`config.mk`:
```
export PLATFORM = sky130hd
export DESIGN_NAME = lte_ctrl
export DESIGN_NICKNAME = d
export VERILOG_FILES = /design/src/design/lte_pkg.sv /design/src/design/lte_ctrl.sv
export SDC_FILE = /design/constraint.sdc
export NUM_CORES = 1
export LEC_CHECK = 0
export ABC_AREA = 1
export BUFFER_PORTS_ARGS = -buffer_cell sky130_fd_sc_hd__buf_2
export CAP_MARGIN = 5
export CELL_PAD_IN_SITES_DETAIL_PLACEMENT = 0
export CELL_PAD_IN_SITES_GLOBAL_PLACEMENT = 1
export CORE_MARGIN = 2
export CORE_UTILIZATION = 34
export CTS_CLUSTER_DIAMETER = 150
export DETAILED_ROUTE_END_ITERATION = 8
export PLACE_DENSITY = 0.93
export SETUP_SLACK_MARGIN = 0.02
export SYNTH_ARGS = -nofsm -noshare
export SYNTH_HDL_FRONTEND = slang
export SYNTH_SLANG_ARGS = --single-unit
```
`constraint.sdc`:
```
create_clock -name clk_i -period 3.9 [get_ports clk_i]
set_input_delay 0.39 -clock clk_i [delete_from_list [all_inputs] [get_ports clk_i]]
set_output_delay 0.39 -clock clk_i [all_outputs]
set_load 0.01 [all_outputs]
```
`src/design/lte_pkg.sv`:
```
// Shared types and constants for the table energy correction block.
// No dependencies; used by every module of the block but lte_ram.
`timescale 1ns / 1ps
package lte_pkg;

  // Default sizes handed to the top-level parameters
  localparam int unsigned TableDepthDef = 32;
  localparam int unsigned PolyOrderDef  = 4;

  // Fixed-point layout of basis factors and products
  localparam int unsigned FracBits = 24;
  localparam int unsigned NumW     = 57;  // |q - x| * 2^24
  localparam int unsigned DenW     = 33;  // |x_a - x_b|
  localparam int unsigned DivCntW  = 6;

  // Item commands
  localparam logic CmdWrite   = 1'b0;
  localparam logic CmdConvert = 1'b1;

  // Table columns
  localparam logic [1:0] ColEnergy   = 2'd0;
  localparam logic [1:0] ColMeasured = 2'd1;
  localparam logic [1:0] ColModel    = 2'd2;

  // Configuration register indexes
  localparam logic RegPoints  = 1'b0;
  localparam logic RegConvert = 1'b1;

  // Controller states
  typedef enum logic [3:0] {
    StIdle,
    StRdFirst,
    StChkFirst,
    StChkLast,
    StSearch,
    StARd,
    StALd,
    StB,
    StBChk,
    StDiv,
    StMul,
    StLam,
    StTerm,
    StAcc,
    StPend,
    StDone
  } state_e;

  // Datapath operations, one per cycle
  typedef enum logic [4:0] {
    OpNone,
    OpLoad,
    OpRdFirst,
    OpTakeY,
    OpRdLast,
    OpSrchGo,
    OpSrchNext,
    OpWin,
    OpARd,
    OpALd,
    OpBInc,
    OpBRd,
    OpDead,
    OpDivGo,
    OpMulF,
    OpLam,
    OpMulY,
    OpAcc,
    OpPass2,
    OpOut
  } op_e;

  // Datapath flags seen by the controller
  typedef struct packed {
    logic in_write;
    logic conv_en;
    logic q_le_x;
    logic q_ge_x;
    logic srch_more;
    logic b_done;
    logic b_is_a;
    logic den_zero;
    logic div_busy;
    logic a_last;
    logic pass_two;
    logic out_free;
  } status_t;

endpackage

```
`src/design/lte_ctrl.sv`:
```
// Controller state machine: sequences table reads, divisions and sums.
// Depends on lte_pkg for states, operations and status flags.
`timescale 1ns / 1ps
module lte_ctrl (
  input  logic             clk_i,
  input  logic             rst_ni,
  input  logic             in_valid_i,
  output logic             in_stall_o,
  input  lte_pkg::status_t status_i,
  output lte_pkg::op_e     op_o
);

  lte_pkg::state_e state_q, state_d;

  // next state
  always_comb begin
    state_d = state_q;
    case (state_q)
      lte_pkg::StIdle: begin
        if (in_valid_i) begin
          state_d = (status_i.in_write || !status_i.conv_en) ? lte_pkg::StDone
                                                             : lte_pkg::StRdFirst;
        end
      end
      lte_pkg::StRdFirst:  state_d = lte_pkg::StChkFirst;
      lte_pkg::StChkFirst: state_d = status_i.q_le_x ? lte_pkg::StPend : lte_pkg::StChkLast;
      lte_pkg::StChkLast:  state_d = status_i.q_ge_x ? lte_pkg::StPend : lte_pkg::StSearch;
      lte_pkg::StSearch: begin
        if (!status_i.srch_more) state_d = lte_pkg::StARd;
      end
      lte_pkg::StARd: state_d = lte_pkg::StALd;
      lte_pkg::StALd: state_d = lte_pkg::StB;
      lte_pkg::StB: begin
        if (status_i.b_done) begin
          state_d = lte_pkg::StTerm;
        end else if (!status_i.b_is_a) begin
          state_d = lte_pkg::StBChk;
        end
      end
      lte_pkg::StBChk: state_d = status_i.den_zero ? lte_pkg::StTerm : lte_pkg::StDiv;
      lte_pkg::StDiv: begin
        if (!status_i.div_busy) state_d = lte_pkg::StMul;
      end
      lte_pkg::StMul:  state_d = lte_pkg::StLam;
      lte_pkg::StLam:  state_d = lte_pkg::StB;
      lte_pkg::StTerm: state_d = lte_pkg::StAcc;
      lte_pkg::StAcc:  state_d = status_i.a_last ? lte_pkg::StPend : lte_pkg::StARd;
      lte_pkg::StPend: state_d = status_i.pass_two ? lte_pkg::StDone : lte_pkg::StRdFirst;
      lte_pkg::StDone: begin
        if (status_i.out_free) state_d = lte_pkg::StIdle;
      end
      default: state_d = lte_pkg::StIdle;
    endcase
  end

  // datapath operation per state
  always_comb begin
    op_o = lte_pkg::OpNone;
    case (state_q)
      lte_pkg::StIdle:     if (in_valid_i) op_o = lte_pkg::OpLoad;
      lte_pkg::StRdFirst:  op_o = lte_pkg::OpRdFirst;
      lte_pkg::StChkFirst: op_o = status_i.q_le_x ? lte_pkg::OpTakeY : lte_pkg::OpRdLast;
      lte_pkg::StChkLast:  op_o = status_i.q_ge_x ? lte_pkg::OpTakeY : lte_pkg::OpSrchGo;
      lte_pkg::StSearch:   op_o = status_i.srch_more ? lte_pkg::OpSrchNext : lte_pkg::OpWin;
      lte_pkg::StARd:      op_o = lte_pkg::OpARd;
      lte_pkg::StALd:      op_o = lte_pkg::OpALd;
      lte_pkg::StB: begin
        if (status_i.b_done) begin
          op_o = lte_pkg::OpNone;
        end else if (status_i.b_is_a) begin
          op_o = lte_pkg::OpBInc;
        end else begin
          op_o = lte_pkg::OpBRd;
        end
      end
      lte_pkg::StBChk: op_o = status_i.den_zero ? lte_pkg::OpDead : lte_pkg::OpDivGo;
      lte_pkg::StMul:  op_o = lte_pkg::OpMulF;
      lte_pkg::StLam:  op_o = lte_pkg::OpLam;
      lte_pkg::StTerm: op_o = lte_pkg::OpMulY;
      lte_pkg::StAcc:  op_o = lte_pkg::OpAcc;
      lte_pkg::StPend: op_o = status_i.pass_two ? lte_pkg::OpNone : lte_pkg::OpPass2;
      lte_pkg::StDone: if (status_i.out_free) op_o = lte_pkg::OpOut;
      default:         op_o = lte_pkg::OpNone;
    endcase
  end

  // state register
  always_ff @(posedge clk_i or negedge rst_ni) begin
    if (!rst_ni) begin
      state_q <= lte_pkg::StIdle;
    end else begin
      state_q <= state_d;
    end
  end

  assign in_stall_o = (state_q != lte_pkg::StIdle);

endmodule

```
==> results.cfg <==
[status]
status = finished clean

[clocking]
cts_root_buf = clkbuf_4
clk_latency_ns = 0.24
cts_buffers = 3
cts_sinks = 4
cts_resized = 0
ctsHoldBuffers = 1
cts_tree = done
htreeDepth = 1
post-cts-setup-buffer-count = 0
cts_buffer_depth = 2
clk_pin_slew_ns = 0.04

[routing]
wl_per_cell_um = 11.6
vias = 831
viasPerCell = 4.98
detail_route.first_pass.iterations = 4
antenna_left = 0
post-route-drc-count = 0
wirelength_um = 1930
first_iter_violations = 27

[timing]
hold_viol = 0
period_needed_ns = 2.11
rsz0062_at_grt = no
whs_ns = 0.480
worstMarginPinSlew_ns = 0.357
post-route-period-util_pct = 54.2
slew_viol_final = 0
maxSlewHeadroom_pct = 76.1
timing.fmax_mhz = 473
setup_ws_ns = 1.79
fin_worst_skew_ns = 0.00800
tns_ns = 0
setup_violations = 0

[floorplanning]
num_io_pins = 21
start_util_pct = 36.3
die-area_um2 = 2230
dieHeight_um = 47.2
core_um2 = 1750
num_rows = 15
die_w_um = 47.2

[setup_path]
path_max_fanout = 7
r2r-end = state_q[2]
cp.arrival_ns = 1.72
ff2ff_path_depth = 7
crit_type = reg -> out
startpoint_type = flip-flop
r2r_slack_ns = 2.46
required_ns = 3.51
worstReg2RegStart = state_q[1]
setup.worst_path.end_class = primary output

[layout]
largest_reg_flops = 4
antenna_cells = 0
top_register = state_q
final_net_count = 159
finalCoreUtilization_pct = 45.7
post-route-cell-area_um2 = 798
final_cells = 167
syn_to_final_growth_pct = 25.8
reg.largest.list = state_q (4)
drive_gt1_share_pct = 29.6

[global_routing]
antenna_found_initial = 0
grt_max_degree = 10
overflow = 0
grt_pass1_wl_um = 3030
grt_pass1_vias = 720
grt.total_usage_pct = 19.3

[synthesis]
synth_top_area_cell = nand2_1
async_flop_share_pct = 100
avgSynthCellArea_um2 = 5.38
synth_edf_count = 0
synth_nets = 133
synth_cell_type_count = 22
ys_seq_elements = 4
ys_seq_area_share_pct = 15.8
ys.flop_type = dfrtp_1
synth_top_area_share_pct = 25.4
syn_inst = 118
synth_area_leaders = nand2_1 25%, dfrtp_1 16%, nand3_1 11%
synth.cell_area_um2 = 634
yosysWarnings = 0

[place]
hpwl_um = 1610
dpl.cell_count = 163
dp_slack_ns = 2.12
place_area_um2 = 766
place.port_buffers = 20
place_congestion = 0.930

[min_path]
worstHoldPathType = in -> async

[power_and_ir_drop]
p_per_area_nw_per_um2 = 860
cellLeakagePower_nw = 0.493
ir_worst_vdd_uv = 328
p_total_uw = 687

[job]
drv_cap = 0
## how the worst max path moves through the flow
stage / startpoint / to / slack [ns] / cells past startpoint
finish: state_q[1] / op_o[2] / 1.79 / 6
global route: state_q[1] / op_o[2] / 1.67 / 6
CTS: state_q[1] / op_o[2] / 1.80 / 6
detailed placement: state_q[1] / op_o[2] / 2.12 / 6
global placement: state_q[1] / op_o[2] / 2.12 / 6
floorplan: state_q[2] / op_o[2] / 2.30 / 4
## synthesized netlist by cell type (2+ instances only)
cell type  instances
clkinv_2           2
o21ai_1            2
inv_2              4
o21ai_0            4
nand2_2            3
nand3_2            2
inv_1             10
nand2_1           43
dfrtp_1            4
nor3_1             2
nor2_1            13
nand3_1           14
nor2_2             5
nor2_4             2
## report_power, final
group          leakage [nW]  total (mW)  internal, mW  switching [mW]
Sequential           0.0483       0.114        0.0664          0.0481
Clock                0.0138      0.0532        0.0345          0.0187
Combinational         0.431       0.519         0.184           0.335
Total                 0.493       0.687         0.284           0.402
## kinds of logic (layout without fill, tap and decap cells)
| kind of cell | after synthesis | after routing | share of synthesized area [%] |
|---|---|---|---|
| flops | 4 | 4 | 15.8 |
| simple gates | 88 | 88 | 65.3 |
| compound gates | 10 | 10 | 9.07 |
| buf+inv | 16 | 40 | 9.86 |
## layer usage
layer / up-vias / GRT usage (%) / wire [µm]
li1: 428 / - / -
met1: 361 / 24.2 / 852
met2: 34 / 31.2 / 895
met3: 8 / 3.46 / 122
met4: 0 / 10.6 / 59
met5: - / 0 / 0
## critical path, stage by stage (launching register included)
cell and delay (ns):
dfrtp_1 0.45, nor2_2 0.35, nand2_1 0.18, o21ai_1 0.13
inv_1 0.09, a31oi_1 0.14, buf_2 0.15
## placed cells by master, fill, tap and decap left out, types with 3 or more instances in the layout
cell and count:
buf_2 20, clkbuf_4 3, dfrtp_1 4, inv_1 10, inv_2 4, nand2_1 43, nand2_2 3, nand3_1 14
nor2_1 13, nor2_2 5, o21ai_0 4
## area by class of cell
cell class / count / area [µm²]
Fill cell: 203 / 947
Inverter: 16 / 62.6
Sequential cell: 4 / 100
Multi-Input combinational cell: 98 / 472
Tap cell: 25 / 31.3
Timing Repair Buffer: 21 / 110
Clock buffer: 3 / 22.5
Note: power is estimated with default switching activity, not from simulation.
